--- src/hdl/dma_source_chain_tag_sequencer_unit_defines.svh ---
// ----------------------------------------------------------------------------
// Assertion macros used by the chain tag sequencer controller.
// All checks are sampled on the rising edge of clk and are disabled in reset.
// ----------------------------------------------------------------------------
`ifndef DMA_SOURCE_CHAIN_TAG_SEQUENCER_UNIT_DEFINES_SVH
`define DMA_SOURCE_CHAIN_TAG_SEQUENCER_UNIT_DEFINES_SVH

// The consequent must hold in the same cycle as the antecedent.
`define DCTS_ASSERT_SAME(lbl, ante, cons, msg) \
    lbl: assert property (@(posedge clk) disable iff (!rst_n) (ante) |-> (cons)) \
        else $error(msg);

// The consequent must hold in the cycle after the antecedent.
`define DCTS_ASSERT_NEXT(lbl, ante, cons, msg) \
    lbl: assert property (@(posedge clk) disable iff (!rst_n) (ante) |=> (cons)) \
        else $error(msg);

`endif

--- src/hdl/dcts_pkg.sv ---
// ----------------------------------------------------------------------------
// dcts_pkg
// Types, codes and sizes shared by the chain tag sequencer modules.
// ----------------------------------------------------------------------------
package dcts_pkg;

    // Quadwords moved by one service tick at most.
    localparam int BURST_QWORDS = 8;
    localparam int CHUNK_W      = $clog2(BURST_QWORDS + 1);

    // Port widths.
    localparam int S_TDATA_W = 72;
    localparam int S_TUSER_W = 2;
    localparam int M_TDATA_W = 64;
    localparam int M_TUSER_W = 3;
    localparam int CFG_IDX_W = 3;
    localparam int CFG_DAT_W = 32;

    // Input item functions.
    localparam logic [1:0] FUNC_START = 2'd0;
    localparam logic [1:0] FUNC_TICK  = 2'd1;
    localparam logic [1:0] FUNC_TAG   = 2'd2;

    // Channel modes.
    localparam logic [1:0] MODE_NORMAL = 2'd0;
    localparam logic [1:0] MODE_CHAIN  = 2'd1;

    // Result kinds.
    localparam logic [2:0] KIND_TAG     = 3'd1;
    localparam logic [2:0] KIND_PAYLOAD = 3'd2;
    localparam logic [2:0] KIND_DONE    = 3'd3;
    localparam logic [2:0] KIND_ERROR   = 3'd4;

    // Configuration register indexes.
    localparam logic [CFG_IDX_W-1:0] CFG_MODE      = 3'd0;
    localparam logic [CFG_IDX_W-1:0] CFG_TAG_IRQ   = 3'd1;
    localparam logic [CFG_IDX_W-1:0] CFG_ADDRESS   = 3'd2;
    localparam logic [CFG_IDX_W-1:0] CFG_COUNT     = 3'd3;
    localparam logic [CFG_IDX_W-1:0] CFG_TAG_ADDR  = 3'd4;

    // What the item at the input asks for, given the current channel state.
    localparam logic [2:0] ACT_NONE        = 3'd0;
    localparam logic [2:0] ACT_START       = 3'd1;
    localparam logic [2:0] ACT_DECODE      = 3'd2;
    localparam logic [2:0] ACT_TAG_FAULT   = 3'd3;
    localparam logic [2:0] ACT_TAG_REQ     = 3'd4;
    localparam logic [2:0] ACT_BURST_FAULT = 3'd5;
    localparam logic [2:0] ACT_BURST       = 3'd6;
    localparam logic [2:0] ACT_DONE        = 3'd7;

    // Controller to datapath.
    typedef struct packed {
        logic       accept;
        logic       load_out;
        logic [2:0] out_kind;
        logic       out_last;
        logic       burst_step;
        logic       finish;
    } dcts_cmd_t;

    // Datapath to controller.
    typedef struct packed {
        logic [2:0] action;
        logic       out_free;
        logic       burst_last;
        logic       done_due;
    } dcts_status_t;

endpackage

--- src/hdl/dcts_datapath.sv ---
// ----------------------------------------------------------------------------
// dcts_datapath
// Channel state, configuration registers, tag decode, burst address
// generation and the result register.
// ----------------------------------------------------------------------------
module dcts_datapath
(
    input  logic                             clk,
    input  logic                             rst_n,
    input  logic                             cfg_valid,
    output logic                             cfg_ready,
    input  logic [dcts_pkg::CFG_IDX_W-1:0]   cfg_index,
    input  logic [dcts_pkg::CFG_DAT_W-1:0]   cfg_data,
    input  logic [dcts_pkg::S_TDATA_W-1:0]   s_axis_tdata,
    input  logic [dcts_pkg::S_TUSER_W-1:0]   s_axis_tuser,
    output logic                             m_axis_tvalid,
    input  logic                             m_axis_tready,
    output logic [dcts_pkg::M_TDATA_W-1:0]   m_axis_tdata,
    output logic [dcts_pkg::M_TUSER_W-1:0]   m_axis_tuser,
    output logic                             m_axis_tlast,
    input  dcts_pkg::dcts_cmd_t              cmd,
    output dcts_pkg::dcts_status_t           status
);
    import dcts_pkg::*;

    // Chain tag identifiers.
    localparam logic [2:0] TAG_REFE = 3'd0;
    localparam logic [2:0] TAG_CNT  = 3'd1;
    localparam logic [2:0] TAG_NEXT = 3'd2;
    localparam logic [2:0] TAG_REF  = 3'd3;
    localparam logic [2:0] TAG_REFS = 3'd4;
    localparam logic [2:0] TAG_END  = 3'd7;

    localparam logic [31:0] QW_BYTES = 32'd16;

    // Map a source address: scratchpad window or plain quadword address.
    function automatic logic [31:0] map_addr(input logic [31:0] a, input logic scratch);
        if (scratch)
            return 32'h7000_0000 | (a & 32'h0000_3FF0);
        else
            return a & 32'h7FFF_FFF0;
    endfunction

    // Configuration registers.
    logic [1:0]  cfg_mode_reg;
    logic        cfg_tie_reg;
    logic [31:0] cfg_addr_reg;
    logic [15:0] cfg_count_reg;
    logic [31:0] cfg_tadr_reg;

    // Channel state.
    logic        running_reg, running_next;
    logic [31:0] pa_reg, pa_next;
    logic [15:0] count_reg, count_next;
    logic [31:0] nta_reg, nta_next;
    logic        ending_reg, ending_next;
    logic        awaiting_reg, awaiting_next;
    logic [15:0] upper_reg, upper_next;
    logic [1:0]  mode_reg, mode_next;

    // Burst and error bookkeeping.
    logic [31:0]        burst_addr_reg, burst_addr_next;
    logic               scratch_reg, scratch_next;
    logic [CHUNK_W-1:0] burst_cnt_reg, burst_cnt_next;
    logic [CHUNK_W-1:0] chunk_reg, chunk_next;
    logic [31:0]        err_addr_reg, err_addr_next;

    // Result register.
    logic               m_valid_reg;
    logic [M_TDATA_W-1:0] m_data_reg;
    logic [2:0]         m_kind_reg;
    logic               m_last_reg;

    // Input item fields.
    logic [1:0]  in_func;
    logic        in_enable;
    logic [63:0] in_word;
    logic        in_fault;

    assign in_func   = s_axis_tuser;
    assign in_enable = s_axis_tdata[0];
    assign in_word   = s_axis_tdata[64:1];
    assign in_fault  = s_axis_tdata[65];

    // Configuration writes are always taken.
    assign cfg_ready = 1'b1;

    always_ff @(posedge clk or negedge rst_n)
    begin
        if (!rst_n)
        begin
            cfg_mode_reg  <= '0;
            cfg_tie_reg   <= 1'b0;
            cfg_addr_reg  <= '0;
            cfg_count_reg <= '0;
            cfg_tadr_reg  <= '0;
        end
        else if (cfg_valid)
        begin
            case (cfg_index)
                CFG_MODE:     cfg_mode_reg  <= cfg_data[1:0];
                CFG_TAG_IRQ:  cfg_tie_reg   <= cfg_data[0];
                CFG_ADDRESS:  cfg_addr_reg  <= cfg_data;
                CFG_COUNT:    cfg_count_reg <= cfg_data[15:0];
                CFG_TAG_ADDR: cfg_tadr_reg  <= cfg_data;
                default:      ;
            endcase
        end
    end

    // Classify the item waiting at the input against the channel state.
    logic [2:0] action;

    always_comb
    begin
        action = ACT_NONE;
        case (in_func)
            FUNC_START: action = ACT_START;
            FUNC_TAG:
            begin
                if (awaiting_reg)
                    action = in_fault ? ACT_TAG_FAULT : ACT_DECODE;
            end
            FUNC_TICK:
            begin
                if (in_enable && running_reg && !mode_reg[1] && !awaiting_reg)
                begin
                    if (mode_reg == MODE_CHAIN && count_reg == '0 && !ending_reg)
                        action = ACT_TAG_REQ;
                    else if (count_reg != '0)
                        action = in_fault ? ACT_BURST_FAULT : ACT_BURST;
                    else
                        action = ACT_DONE;
                end
            end
            default: action = ACT_NONE;
        endcase
    end

    // Tag decode.
    logic [31:0] t0, t1;
    logic [2:0]  tag_id;
    logic [31:0] tag_addr;
    logic [31:0] tag_after;
    logic [15:0] tag_count;

    assign t0        = in_word[31:0];
    assign t1        = in_word[63:32];
    assign tag_id    = t0[30:28];
    assign tag_count = t0[15:0];
    assign tag_addr  = map_addr(t1, t1[31]);
    assign tag_after = (nta_reg & 32'h7FFF_FFF0) + QW_BYTES;

    // Burst size of this tick.
    logic [CHUNK_W-1:0] chunk;

    assign chunk = (count_reg < 16'(BURST_QWORDS)) ? CHUNK_W'(count_reg)
                                                   : CHUNK_W'(BURST_QWORDS);

    // Next channel state.
    always_comb
    begin
        running_next    = running_reg;
        pa_next         = pa_reg;
        count_next      = count_reg;
        nta_next        = nta_reg;
        ending_next     = ending_reg;
        awaiting_next   = awaiting_reg;
        upper_next      = upper_reg;
        mode_next       = mode_reg;
        burst_addr_next = burst_addr_reg;
        scratch_next    = scratch_reg;
        burst_cnt_next  = burst_cnt_reg;
        chunk_next      = chunk_reg;
        err_addr_next   = err_addr_reg;

        if (cmd.accept)
        begin
            case (action)
                ACT_START:
                begin
                    pa_next       = cfg_addr_reg;
                    count_next    = cfg_count_reg;
                    nta_next      = cfg_tadr_reg;
                    mode_next     = cfg_mode_reg;
                    running_next  = 1'b1;
                    awaiting_next = 1'b0;
                end
                ACT_TAG_FAULT:
                begin
                    awaiting_next = 1'b0;
                    err_addr_next = pa_reg;
                end
                ACT_DECODE:
                begin
                    awaiting_next = 1'b0;
                    count_next    = tag_count;
                    upper_next    = t0[31:16];
                    ending_next   = (tag_id == TAG_REFE) || (tag_id == TAG_END) ||
                                    (t0[31] && cfg_tie_reg);
                    case (tag_id)
                        TAG_REFE, TAG_REF, TAG_REFS:
                        begin
                            pa_next  = tag_addr;
                            nta_next = tag_after;
                        end
                        TAG_CNT, TAG_END:
                        begin
                            pa_next  = tag_after;
                            nta_next = tag_after + (32'(tag_count) << 4);
                        end
                        TAG_NEXT:
                        begin
                            pa_next  = tag_after;
                            nta_next = tag_addr;
                        end
                        default:
                        begin
                            // Call and return tags finish after their payload.
                            pa_next     = tag_after;
                            nta_next    = tag_addr;
                            ending_next = 1'b1;
                        end
                    endcase
                end
                ACT_TAG_REQ: awaiting_next = 1'b1;
                ACT_BURST_FAULT: err_addr_next = map_addr(pa_reg, pa_reg[31]);
                ACT_BURST:
                begin
                    count_next      = count_reg - 16'(chunk);
                    pa_next         = pa_reg + (32'(chunk) << 4);
                    burst_addr_next = pa_reg;
                    scratch_next    = pa_reg[31];
                    burst_cnt_next  = '0;
                    chunk_next      = chunk;
                end
                default: ;
            endcase
        end

        // One payload address goes out per step.
        if (cmd.burst_step)
        begin
            burst_cnt_next  = burst_cnt_reg + CHUNK_W'(1);
            burst_addr_next = burst_addr_reg + QW_BYTES;
        end

        // The done result stops the channel.
        if (cmd.finish)
        begin
            running_next = 1'b0;
            ending_next  = 1'b0;
        end
    end

    always_ff @(posedge clk or negedge rst_n)
    begin
        if (!rst_n)
        begin
            running_reg  <= 1'b0;
            pa_reg       <= '0;
            count_reg    <= '0;
            nta_reg      <= '0;
            ending_reg   <= 1'b0;
            awaiting_reg <= 1'b0;
            upper_reg    <= '0;
            mode_reg     <= '0;
        end
        else
        begin
            running_reg  <= running_next;
            pa_reg       <= pa_next;
            count_reg    <= count_next;
            nta_reg      <= nta_next;
            ending_reg   <= ending_next;
            awaiting_reg <= awaiting_next;
            upper_reg    <= upper_next;
            mode_reg     <= mode_next;
        end
    end

    always_ff @(posedge clk)
    begin
        burst_addr_reg <= burst_addr_next;
        scratch_reg    <= scratch_next;
        burst_cnt_reg  <= burst_cnt_next;
        chunk_reg      <= chunk_next;
        err_addr_reg   <= err_addr_next;
    end

    // Address of the result being loaded.
    logic [31:0] out_addr;

    always_comb
    begin
        case (cmd.out_kind)
            KIND_TAG:     out_addr = nta_reg & 32'h7FFF_FFF0;
            KIND_PAYLOAD: out_addr = map_addr(burst_addr_reg, scratch_reg);
            KIND_DONE:    out_addr = pa_reg;
            default:      out_addr = err_addr_reg;
        endcase
    end

    // Result register: holds one item until the receiver takes it.
    always_ff @(posedge clk or negedge rst_n)
    begin
        if (!rst_n)
            m_valid_reg <= 1'b0;
        else if (cmd.load_out)
            m_valid_reg <= 1'b1;
        else if (m_axis_tready)
            m_valid_reg <= 1'b0;
    end

    always_ff @(posedge clk)
    begin
        if (cmd.load_out)
        begin
            m_data_reg <= {upper_reg, count_reg, out_addr};
            m_kind_reg <= cmd.out_kind;
            m_last_reg <= cmd.out_last;
        end
    end

    assign m_axis_tvalid = m_valid_reg;
    assign m_axis_tdata  = m_data_reg;
    assign m_axis_tuser  = m_kind_reg;
    assign m_axis_tlast  = m_last_reg;

    // Status toward the controller.
    assign status.action     = action;
    assign status.out_free   = !m_valid_reg || m_axis_tready;
    assign status.burst_last = (burst_cnt_reg + CHUNK_W'(1)) == chunk_reg;
    assign status.done_due   = (count_reg == '0) && ((mode_reg == MODE_NORMAL) || ending_reg);

endmodule

--- src/hdl/dcts_ctrl.sv ---
// ----------------------------------------------------------------------------
// dcts_ctrl
// Accepts items and steps out their results one per cycle while not stalled.
// ----------------------------------------------------------------------------
`include "dma_source_chain_tag_sequencer_unit_defines.svh"

module dcts_ctrl
(
    input  logic                   clk,
    input  logic                   rst_n,
    input  logic                   s_axis_tvalid,
    output logic                   s_axis_tready,
    input  dcts_pkg::dcts_status_t status,
    output dcts_pkg::dcts_cmd_t    cmd
);
    import dcts_pkg::*;

    localparam logic [2:0] ST_IDLE  = 3'd0;
    localparam logic [2:0] ST_TAG   = 3'd1;
    localparam logic [2:0] ST_ERR   = 3'd2;
    localparam logic [2:0] ST_BURST = 3'd3;
    localparam logic [2:0] ST_DONE  = 3'd4;

    logic [2:0] state_reg, state_next;

    assign s_axis_tready = (state_reg == ST_IDLE);

    // Next state and commands.
    always_comb
    begin
        state_next     = state_reg;
        cmd            = '0;
        cmd.out_kind   = KIND_ERROR;
        case (state_reg)
            ST_IDLE:
            begin
                if (s_axis_tvalid)
                begin
                    cmd.accept = 1'b1;
                    case (status.action)
                        ACT_TAG_FAULT, ACT_BURST_FAULT: state_next = ST_ERR;
                        ACT_TAG_REQ:                    state_next = ST_TAG;
                        ACT_BURST:                      state_next = ST_BURST;
                        ACT_DONE:                       state_next = ST_DONE;
                        default:                        state_next = ST_IDLE;
                    endcase
                end
            end
            ST_TAG:
            begin
                cmd.out_kind = KIND_TAG;
                cmd.out_last = 1'b1;
                if (status.out_free)
                begin
                    cmd.load_out = 1'b1;
                    state_next   = ST_IDLE;
                end
            end
            ST_ERR:
            begin
                cmd.out_kind = KIND_ERROR;
                cmd.out_last = 1'b1;
                if (status.out_free)
                begin
                    cmd.load_out = 1'b1;
                    state_next   = ST_IDLE;
                end
            end
            ST_BURST:
            begin
                cmd.out_kind = KIND_PAYLOAD;
                cmd.out_last = status.burst_last && !status.done_due;
                if (status.out_free)
                begin
                    cmd.load_out   = 1'b1;
                    cmd.burst_step = 1'b1;
                    if (status.burst_last)
                        state_next = status.done_due ? ST_DONE : ST_IDLE;
                end
            end
            ST_DONE:
            begin
                cmd.out_kind = KIND_DONE;
                cmd.out_last = 1'b1;
                if (status.out_free)
                begin
                    cmd.load_out = 1'b1;
                    cmd.finish   = 1'b1;
                    state_next   = ST_IDLE;
                end
            end
            default: state_next = ST_IDLE;
        endcase
    end

    always_ff @(posedge clk or negedge rst_n)
    begin
        if (!rst_n)
            state_reg <= ST_IDLE;
        else
            state_reg <= state_next;
    end

    // Checks on the sequencing.
    `DCTS_ASSERT_SAME(a_load_when_free, cmd.load_out, status.out_free, "result loaded over a waiting one")
    `DCTS_ASSERT_SAME(a_no_load_on_accept, cmd.accept, !cmd.load_out, "result loaded while accepting an item")
    `DCTS_ASSERT_NEXT(a_burst_ends, (state_reg == ST_BURST) && cmd.load_out && status.burst_last, state_reg != ST_BURST, "burst ran past its last address")
    `DCTS_ASSERT_NEXT(a_last_to_idle, cmd.load_out && cmd.out_last, state_reg == ST_IDLE, "sequencer busy after last result")

endmodule

--- src/hdl/dma_source_chain_tag_sequencer_unit.sv ---
// ----------------------------------------------------------------------------
// dma_source_chain_tag_sequencer_unit
// DMA source channel that walks chain tags and issues quadword addresses.
// ----------------------------------------------------------------------------
// Usage:
//   The input channel carries start, service tick and tag delivered items.
//   The output channel returns tag fetches, payload addresses, done and
//   error results; tlast marks the final result of one input item.
//   The configuration channel writes mode, tag interrupt enable, start
//   address, start count and start tag address; it is always ready. The user
//   must write it only while the block is idle; this is not enforced.
// Timing:
//   An item is taken only while the sequencer is idle. Starts, tag
//   decodes and ignored items give no result. Other ticks then give one
//   result per cycle while the receiver keeps up, at most eight payload
//   addresses and a done result, the sequencer walking the burst one
//   address per cycle.
// Reset and stall:
//   Reset stops the channel; burst, error and result data are not reset. If
//   the receiver stalls, the result register holds its item and the sequencer
//   waits; no new item is taken until the current one has issued its results.
// ----------------------------------------------------------------------------
module dma_source_chain_tag_sequencer_unit
(
    input  logic                             clk,
    input  logic                             rst_n,
    // Configuration write channel.
    input  logic                             cfg_valid,
    output logic                             cfg_ready,
    input  logic [dcts_pkg::CFG_IDX_W-1:0]   cfg_index,
    input  logic [dcts_pkg::CFG_DAT_W-1:0]   cfg_data,
    // Input items.
    input  logic                             s_axis_tvalid,
    output logic                             s_axis_tready,
    // tdata: dmac_enable [0], tag_word [64:1], fault [65], zero [71:66]
    input  logic [dcts_pkg::S_TDATA_W-1:0]   s_axis_tdata,
    // tuser: func [1:0]
    input  logic [dcts_pkg::S_TUSER_W-1:0]   s_axis_tuser,
    // Result items.
    output logic                             m_axis_tvalid,
    input  logic                             m_axis_tready,
    // tdata: address [31:0], remaining_qwords [47:32], tag_control_bits [63:48]
    output logic [dcts_pkg::M_TDATA_W-1:0]   m_axis_tdata,
    // tuser: kind [2:0]
    output logic [dcts_pkg::M_TUSER_W-1:0]   m_axis_tuser,
    output logic                             m_axis_tlast
);
    import dcts_pkg::*;

    dcts_cmd_t    cmd;
    dcts_status_t status;

    // Sequencer.
    dcts_ctrl u_ctrl
    (
        .clk           (clk),
        .rst_n         (rst_n),
        .s_axis_tvalid (s_axis_tvalid),
        .s_axis_tready (s_axis_tready),
        .status        (status),
        .cmd           (cmd)
    );

    // Channel state and address datapath.
    dcts_datapath u_datapath
    (
        .clk           (clk),
        .rst_n         (rst_n),
        .cfg_valid     (cfg_valid),
        .cfg_ready     (cfg_ready),
        .cfg_index     (cfg_index),
        .cfg_data      (cfg_data),
        .s_axis_tdata  (s_axis_tdata),
        .s_axis_tuser  (s_axis_tuser),
        .m_axis_tvalid (m_axis_tvalid),
        .m_axis_tready (m_axis_tready),
        .m_axis_tdata  (m_axis_tdata),
        .m_axis_tuser  (m_axis_tuser),
        .m_axis_tlast  (m_axis_tlast),
        .cmd           (cmd),
        .status        (status)
    );

endmodule
--- config.mk ---
export PLATFORM = sky130hd
export DESIGN_NAME = dma_source_chain_tag_sequencer_unit
export DESIGN_NICKNAME = d
export VERILOG_FILES = /design/src/hdl/dcts_pkg.sv /design/src/hdl/dcts_datapath.sv /design/src/hdl/dcts_ctrl.sv /design/src/hdl/dma_source_chain_tag_sequencer_unit.sv
export VERILOG_INCLUDE_DIRS = /design/src /design/src/hdl
export SDC_FILE = /design/constraint.sdc
export NUM_CORES = 1
export LEC_CHECK = 0
export BUFFER_PORTS_ARGS = -buffer_cell sky130_fd_sc_hd__buf_2
export CORE_MARGIN = 5
export CORE_UTILIZATION = 40
export CTS_BUF_LIST = sky130_fd_sc_hd__clkbuf_8 sky130_fd_sc_hd__clkbuf_16
export CTS_CLUSTER_DIAMETER = 30
export DETAILED_ROUTE_END_ITERATION = 8
export PLACE_DENSITY = 0.6
export SLEW_MARGIN = 20
export SYNTH_ARGS = -nofsm -noshare
export SYNTH_HDL_FRONTEND = slang
export SYNTH_SLANG_ARGS = --single-unit
export TNS_END_PERCENT = 20
--- constraint.sdc ---
create_clock -name clk -period 8.9 [get_ports clk]
set_input_delay 1.78 -clock clk [delete_from_list [all_inputs] [get_ports clk]]
set_output_delay 1.78 -clock clk [all_outputs]
set_load 0.05 [all_outputs]
==> impl_metrics.env, run 1 <==
export IMPL_grt_pass1_wl_um=84300
export IMPL_setup_tns_ns=0
export IMPL_rsz0062_at_grt="no"
export IMPL_yosysWarningCount=0
export IMPL_h_tree_depth=3
export IMPL_synth_cells=1682
export IMPL_initial_core_util=0.404
export IMPL_wl_met2_um=24400
export IMPL_cpPeakStageDelay_ns=0.73
export IMPL_rrSetupSlack_ns=4.52
export IMPL_synth_edf_count=136
export IMPL_crit_required_ns=9.39
export IMPL_area_delta_synth_final_pct=25.0
export IMPL_skew_ns=0.0137
export IMPL_met3WireLength_um=4310
export IMPL_r2r_end="u_datapath.nta_reg[27]"
export IMPL_diodes=0
export IMPL_peakVddDrop_mv=0.157
export IMPL_fp_dieArea_um2=46400
export IMPL_hold_depth=0
export IMPL_min_delay_start="u_datapath.upper_reg[5]"
export IMPL_min_to="u_datapath.m_axis_tdata[53]"
export IMPL_dp_hpwl_um=37100
export IMPL_drt_first_iter_violations=1538
export IMPL_drt_wl_total_um=54300
export IMPL_slew_headroom=0.287
export IMPL_cts_setup_buffers=0
export IMPL_drc=0
export IMPL_grt_use_total=0.230
export IMPL_finalWeightedCongestion=0.899
export IMPL_period_share=0.519
export IMPL_hold_path_class="reg -> reg"
export IMPL_synthesis_nets=1822
export IMPL_grt_max_degree=117
export IMPL_grt_pass1_vias=14400
export IMPL_ys_seq_area_frac=0.506
export IMPL_clock_sinks=314
export IMPL_drive_gt1_frac=0.228
export IMPL_vias_per_cell=5.78
export IMPL_cts_tree="built"
export IMPL_crit_family="compound AO/OA/AOI/OAI gates"
export IMPL_synth_area_leader_cell="dfrtp_1"
export IMPL_p_per_area_nw_per_um2=299
export IMPL_cts_root_buf="clkbuf_16"
export IMPL_synth_top_area_share=0.264
export IMPL_hold_viol_final=0
export IMPL_post_cts_resized=0
export IMPL_ant_nets=0
export IMPL_critPathLaunchType="input port"
export IMPL_core_um2=41900
export IMPL_die_x_um=215
export IMPL_vias=14300
export IMPL_slew_viol_final=0
export IMPL_path_buf_inv=2
export IMPL_fmax_mhz=217
export IMPL_path_max_fanout=23
export IMPL_ioPinCount=185
export IMPL_portBuffers=173
export IMPL_first_pass_iters=6
export IMPL_numCtsBuffers=86
export IMPL_cts_path_max_buffers=3
export IMPL_synth_area_um2=16900
export IMPL_status="completed"
export IMPL_ys_flop_type="dfrtp_1"
export IMPL_worst_slew_pin_slew_ns=1.06
export IMPL_finalCriticalPeriod_ns=4.62
export IMPL_avgSynthCellArea_um2=10.0
export IMPL_synth_seq_cells=314
export IMPL_max_cap_violations=0
export IMPL_holdBufCountCts=0
export IMPL_layout_commonest_cell="nand2_1"
export IMPL_gr_total_overflow=0
export IMPL_p_leak_nw=8.79
export IMPL_rows=75
export IMPL_synth_cell_types=75
export IMPL_synth_area_leaders="dfrtp_1, edfxtp_1, mux2_2"
export IMPL_timing_rr_start="u_datapath.nta_reg[4]"
export IMPL_routedWlPerCell_um=22.0
export IMPL_cp_cell_sequence="buf_2, nor4bb_1, and3b_1, o31a_1, a31oi_1, nand2b_1, a21o_1, buf_4, a2111oi_0, a211oi_1"
export IMPL_worstSetupPathType="in -> reg"
export IMPL_highest_layer="met5"
export IMPL_largest_reg_flops=64
export IMPL_final_cell_mix="nand2_1, dfrtp_1, buf_2, nor2_1, o21ai_0"
export IMPL_antenna_found_initial=1
export IMPL_nets=2005
export IMPL_power_mw=6.31
export IMPL_worstPathArrival_ns=5.11
export IMPL_die_height_um=215
export IMPL_worst_r2r_path_depth=14
export IMPL_async_flop_share=0.567
export IMPL_cp_slowest_cell="and3b_1"
export IMPL_met1_length_um=23800
export IMPL_clk_pin_slew_worst_paths_ns=0.04
export IMPL_clkLatencyLatePin_ns=0.59
export IMPL_setup_viol=0
export IMPL_endpoint_kind="register"
==> synthesized netlist by cell type, drive strengths merged (3+ instances only) <==
master / count
ha: 24
nor2: 156
nor3b: 3
o2111ai: 3
o31ai: 9
a222oi: 18
a31oi: 13
xor2: 42
and4: 7
inv: 33
o211ai: 24
nand3b: 7
buf: 19
nand3: 57
o21ai: 164
edfxtp: 136
and3: 25
o221ai: 4
a211oi: 18
or3: 10
nor4b: 4
nand2b: 10
a21o: 13
clkbuf: 85
nor4: 7
mux2i: 22
a221o: 11
and3b: 4
mux4: 3
xnor2: 38
dfrtp: 178
a21oi: 105
o22ai: 10
nor3: 29
and2: 28
or4: 3
o21a: 5
nor2b: 10
mux2: 97
a221oi: 11
a22o: 5
nand2: 181
a311oi: 4
nand4: 12
==> kinds of logic after synthesis <==
family          after synthesis  share of synthesized area
compound gates              442                      0.163
xor+xnor                     80                     0.0415
fa+ha+maj                    26                     0.0202
buf+inv                     139                     0.0322
flops                       314                      0.506
mux                         122                     0.0817
other cells                   2                   0.000445
simple gates                557                      0.155
==> power by group <==
| part | internal (mW) | switching, mW |
|---|---|---|
| registers | 1.79 | 0.354 |
| logic | 0.488 | 0.746 |
| clock network | 2.03 | 0.897 |
| total | 4.31 | 2.00 |
==> worst max-delay path by stage <==
stage | startpoint | end | slack [ns] | cells past startpoint
6_report | s_axis_tuser[0] | u_datapath.nta_reg[16] | 4.28 | 10
5_1_grt | s_axis_tuser[0] | u_datapath.nta_reg[16] | 4.02 | 10
4_1_cts | s_axis_tuser[0] | u_datapath.nta_reg[16] | 4.33 | 10
3_5_place_dp | s_axis_tuser[0] | u_datapath.nta_reg[16] | 3.72 | 10
3_3_place_gp | s_axis_tuser[0] | u_datapath.nta_reg[16] | 3.78 | 10
2_1_floorplan | s_axis_tuser[0] | u_datapath.err_addr_reg[0] | 3.48 | 5
==> per-stage QoR <==
stage	utilization	instances	hold WS (ns)	setup slack (ns)	cell area [um^2]
global placement	0.436	2315	0.423	3.78	18200
detailed placement	0.436	2315	0.429	3.72	18200
global route	0.504	2475	0.445	4.02	21100
finish	0.504	2475	0.438	4.28	21100
CTS	0.503	2474	0.439	4.33	21100
floorplan	-	1682	0.419	3.48	16900
==> layer usage <==
metal  up-vias  global-route usage
li1       6578                   -
met1      6970               0.326
met2       632               0.351
met3       114              0.0408
met4         2              0.0937
met5         -                   0
==> layout make-up <==
type / count / area (um^2)
inverters: 35 / 131
clock buffers: 93 / 2260
well taps: 539 / 674
flip-flops and latches: 314 / 8540
fillers: 3884 / 20700
multi-input cells: 1229 / 7850
clock inverters: 66 / 567
repair buffers: 199 / 1090
==> worst register-to-register path, cell delays in order, from the launching register on <==
cell and delay [ns]:
dfrtp_1 0.53, ha_1 0.29, and2_1 0.28, nand2_1 0.17
nor2_1 0.17, xnor2_1 0.21, inv_1 0.11, ha_1 0.43
nand2_1 0.10, o41ai_1 0.75, a21boi_1 0.41, nand3b_1 0.29
mux2i_1 0.14, o32ai_1 0.21, o21ai_0 0.11
Note: power is estimated with default switching activity, not from simulation.
==> inputs of run 2 (changes only) <==
==> constraint.sdc (replaced) <==
create_clock -name clk -period 4.25 [get_ports clk]
set_input_delay 0.85 -clock clk [delete_from_list [all_inputs] [get_ports clk]]
set_output_delay 0.85 -clock clk [all_outputs]
set_load 0.05 [all_outputs]
==> impl_metrics.env, run 2 (synthesized netlist as in run 1, its figures left out) <==
export IMPL_ant_nets=0
export IMPL_gr_total_overflow=0
export IMPL_period_share=0.899
export IMPL_fillers=3874
export IMPL_area_delta_synth_final_pct=24.1
export IMPL_p_leak_nw=8.67
export IMPL_pre_cts_ws_ns=0.270
export IMPL_slew_headroom=0.304
export IMPL_fp_dieArea_um2=46400
export IMPL_clock_sinks=314
export IMPL_drc=0
export IMPL_final_area_um2=21000
export IMPL_setup_tns_ns=0
export IMPL_crit_required_ns=4.69
export IMPL_power_frac_comb=0.208
export IMPL_status="completed"
export IMPL_placed_cell_area_um2=18400
export IMPL_rows=75
export IMPL_rsz0062_at_grt="no"
export IMPL_grt_pass1_wl_um=83600
export IMPL_layout_commonest_cell="nand2_1"
export IMPL_portBuffers=173
export IMPL_cts_root_buf="clkbuf_16"
export IMPL_routedWlPerCell_um=21.8
export IMPL_skew_ns=0.0257
export IMPL_finalCriticalPeriod_ns=3.82
export IMPL_hold_path_class="in -> async"
export IMPL_fin_hold_ws_ns=0.270
export IMPL_initial_core_util=0.404
export IMPL_switching_share=0.324
export IMPL_clk_pin_slew_worst_paths_ns=0.05
export IMPL_p_per_area_nw_per_um2=605
export IMPL_sequentialPowerShare=0.353
export IMPL_internal_power_mw=8.58
export IMPL_drive_gt1_frac=0.232
export IMPL_hold_viol_final=0
export IMPL_largest_reg_flops=64
export IMPL_h_tree_depth=3
export IMPL_die_height_um=215
export IMPL_diodes=0
export IMPL_power_switching_mw=4.11
export IMPL_dp_cells=2331
export IMPL_clkLatencyLatePin_ns=0.60
export IMPL_instances_no_fill=2469
export IMPL_cts_tree="built"
export IMPL_path_max_fanout=8
export IMPL_power_mw=12.7
export IMPL_fin_util=0.501
export IMPL_cts_path_max_buffers=3
export IMPL_numCtsBuffers=75
export IMPL_worstPathArrival_ns=4.26
export IMPL_core_um2=41900
export IMPL_finalWeightedCongestion=0.895
export IMPL_die_x_um=215
export IMPL_first_pass_iters=8
export IMPL_worstSetupPathType="reg -> reg"
export IMPL_grt_use_total=0.228
export IMPL_worst_slew_pin_slew_ns=1.04
export IMPL_drt_wl_total_um=53900
export IMPL_grt_pass1_vias=14200
export IMPL_setup_viol=0
export IMPL_max_cap_violations=0
export IMPL_final_cell_mix="nand2_1, dfrtp_1, buf_2, nor2_1, o21ai_0"
export IMPL_vias_per_cell=5.77
export IMPL_holdBufCountCts=0
export IMPL_power_share_clock=0.439
export IMPL_vias=14200
export IMPL_grt_max_degree=89
export IMPL_ioPinCount=185
export IMPL_drt_first_iter_violations=1546
export IMPL_peakVddDrop_mv=0.275
export IMPL_cts_setup_buffers=0
export IMPL_antenna_found_initial=0
export IMPL_dp_hpwl_um=37700
export IMPL_endpoint_kind="register"
export IMPL_slew_viol_final=0
export IMPL_fmax_mhz=262
export IMPL_nets=2009
export IMPL_setup_ws_ns=0.428
export IMPL_critPathLaunchType="register"
run 2: final cells by class:
type / count / area [um^2] / area share
Clock inverter: 55 / 489 / 0.0233
Timing Repair Buffer: 214 / 1240 / 0.0593
Sequential cell: 314 / 8540 / 0.407
Inverter: 35 / 131 / 0.00627
Tap cell: 539 / 674 / 0.0322
Multi-Input combinational cell: 1229 / 7860 / 0.375
Clock buffer: 83 / 2020 / 0.0964
run 2: what timing repair did:
| item | CTS | global route |
|---|---|---|
| resized for setup | 0 | 3 |
| hold endpoints to repair | 0 | 0 |
| setup endpoints to repair | 0 | 8 |
run 2: worst max-delay path, cell delays in order (launching register included):
cell,delay (ns)
dfrtp_1,0.48
ha_1,0.29
and2_1,0.19
buf_4,0.14
nand4_4,0.15
xnor2_1,0.32
inv_1,0.09
ha_1,0.36
nand2_1,0.14
o41ai_2,0.54
a21boi_2,0.22
o21ai_0,0.20
a21oi_1,0.09
o32ai_1,0.29
o21ai_0,0.14
run 2: routing by layer:
metal  global-route usage  wire length (um)
met1                0.321             23900
met2                0.352             24400
met3               0.0436              4030
met5                    0                 0
met4               0.0890              1480
run 2: path summary, 6_finish.rpt:
kind | startpoint | endpoint | slack, ns | cells after the start
worst min-delay path | rst_n | u_datapath.upper_reg[9] | 0.27 | 1
max in group asynchronous | rst_n | u_datapath.cfg_addr_reg[24] | 3.08 | 2
worst min register to register | u_datapath.upper_reg[1] | u_datapath.m_axis_tdata[49] | 0.44 | 0
min in group clk | u_datapath.upper_reg[1] | u_datapath.m_axis_tdata[49] | 0.44 | 0
worst max register to register | u_datapath.nta_reg[4] | u_datapath.nta_reg[25] | 0.43 | 14
worst max-delay path | u_datapath.nta_reg[4] | u_datapath.nta_reg[25] | 0.43 | 14
run 2: power groups by stage:
stage	Sequential [mW]	Clock (mW)	Combinational, mW
final	4.47	5.57	2.64
after global routing	4.53	5.83	2.93
after CTS	4.44	5.65	2.61
after detailed placement	4.49	0	2.59
after global placement	4.46	0	2.53
after floorplan	4.29	0	1.82
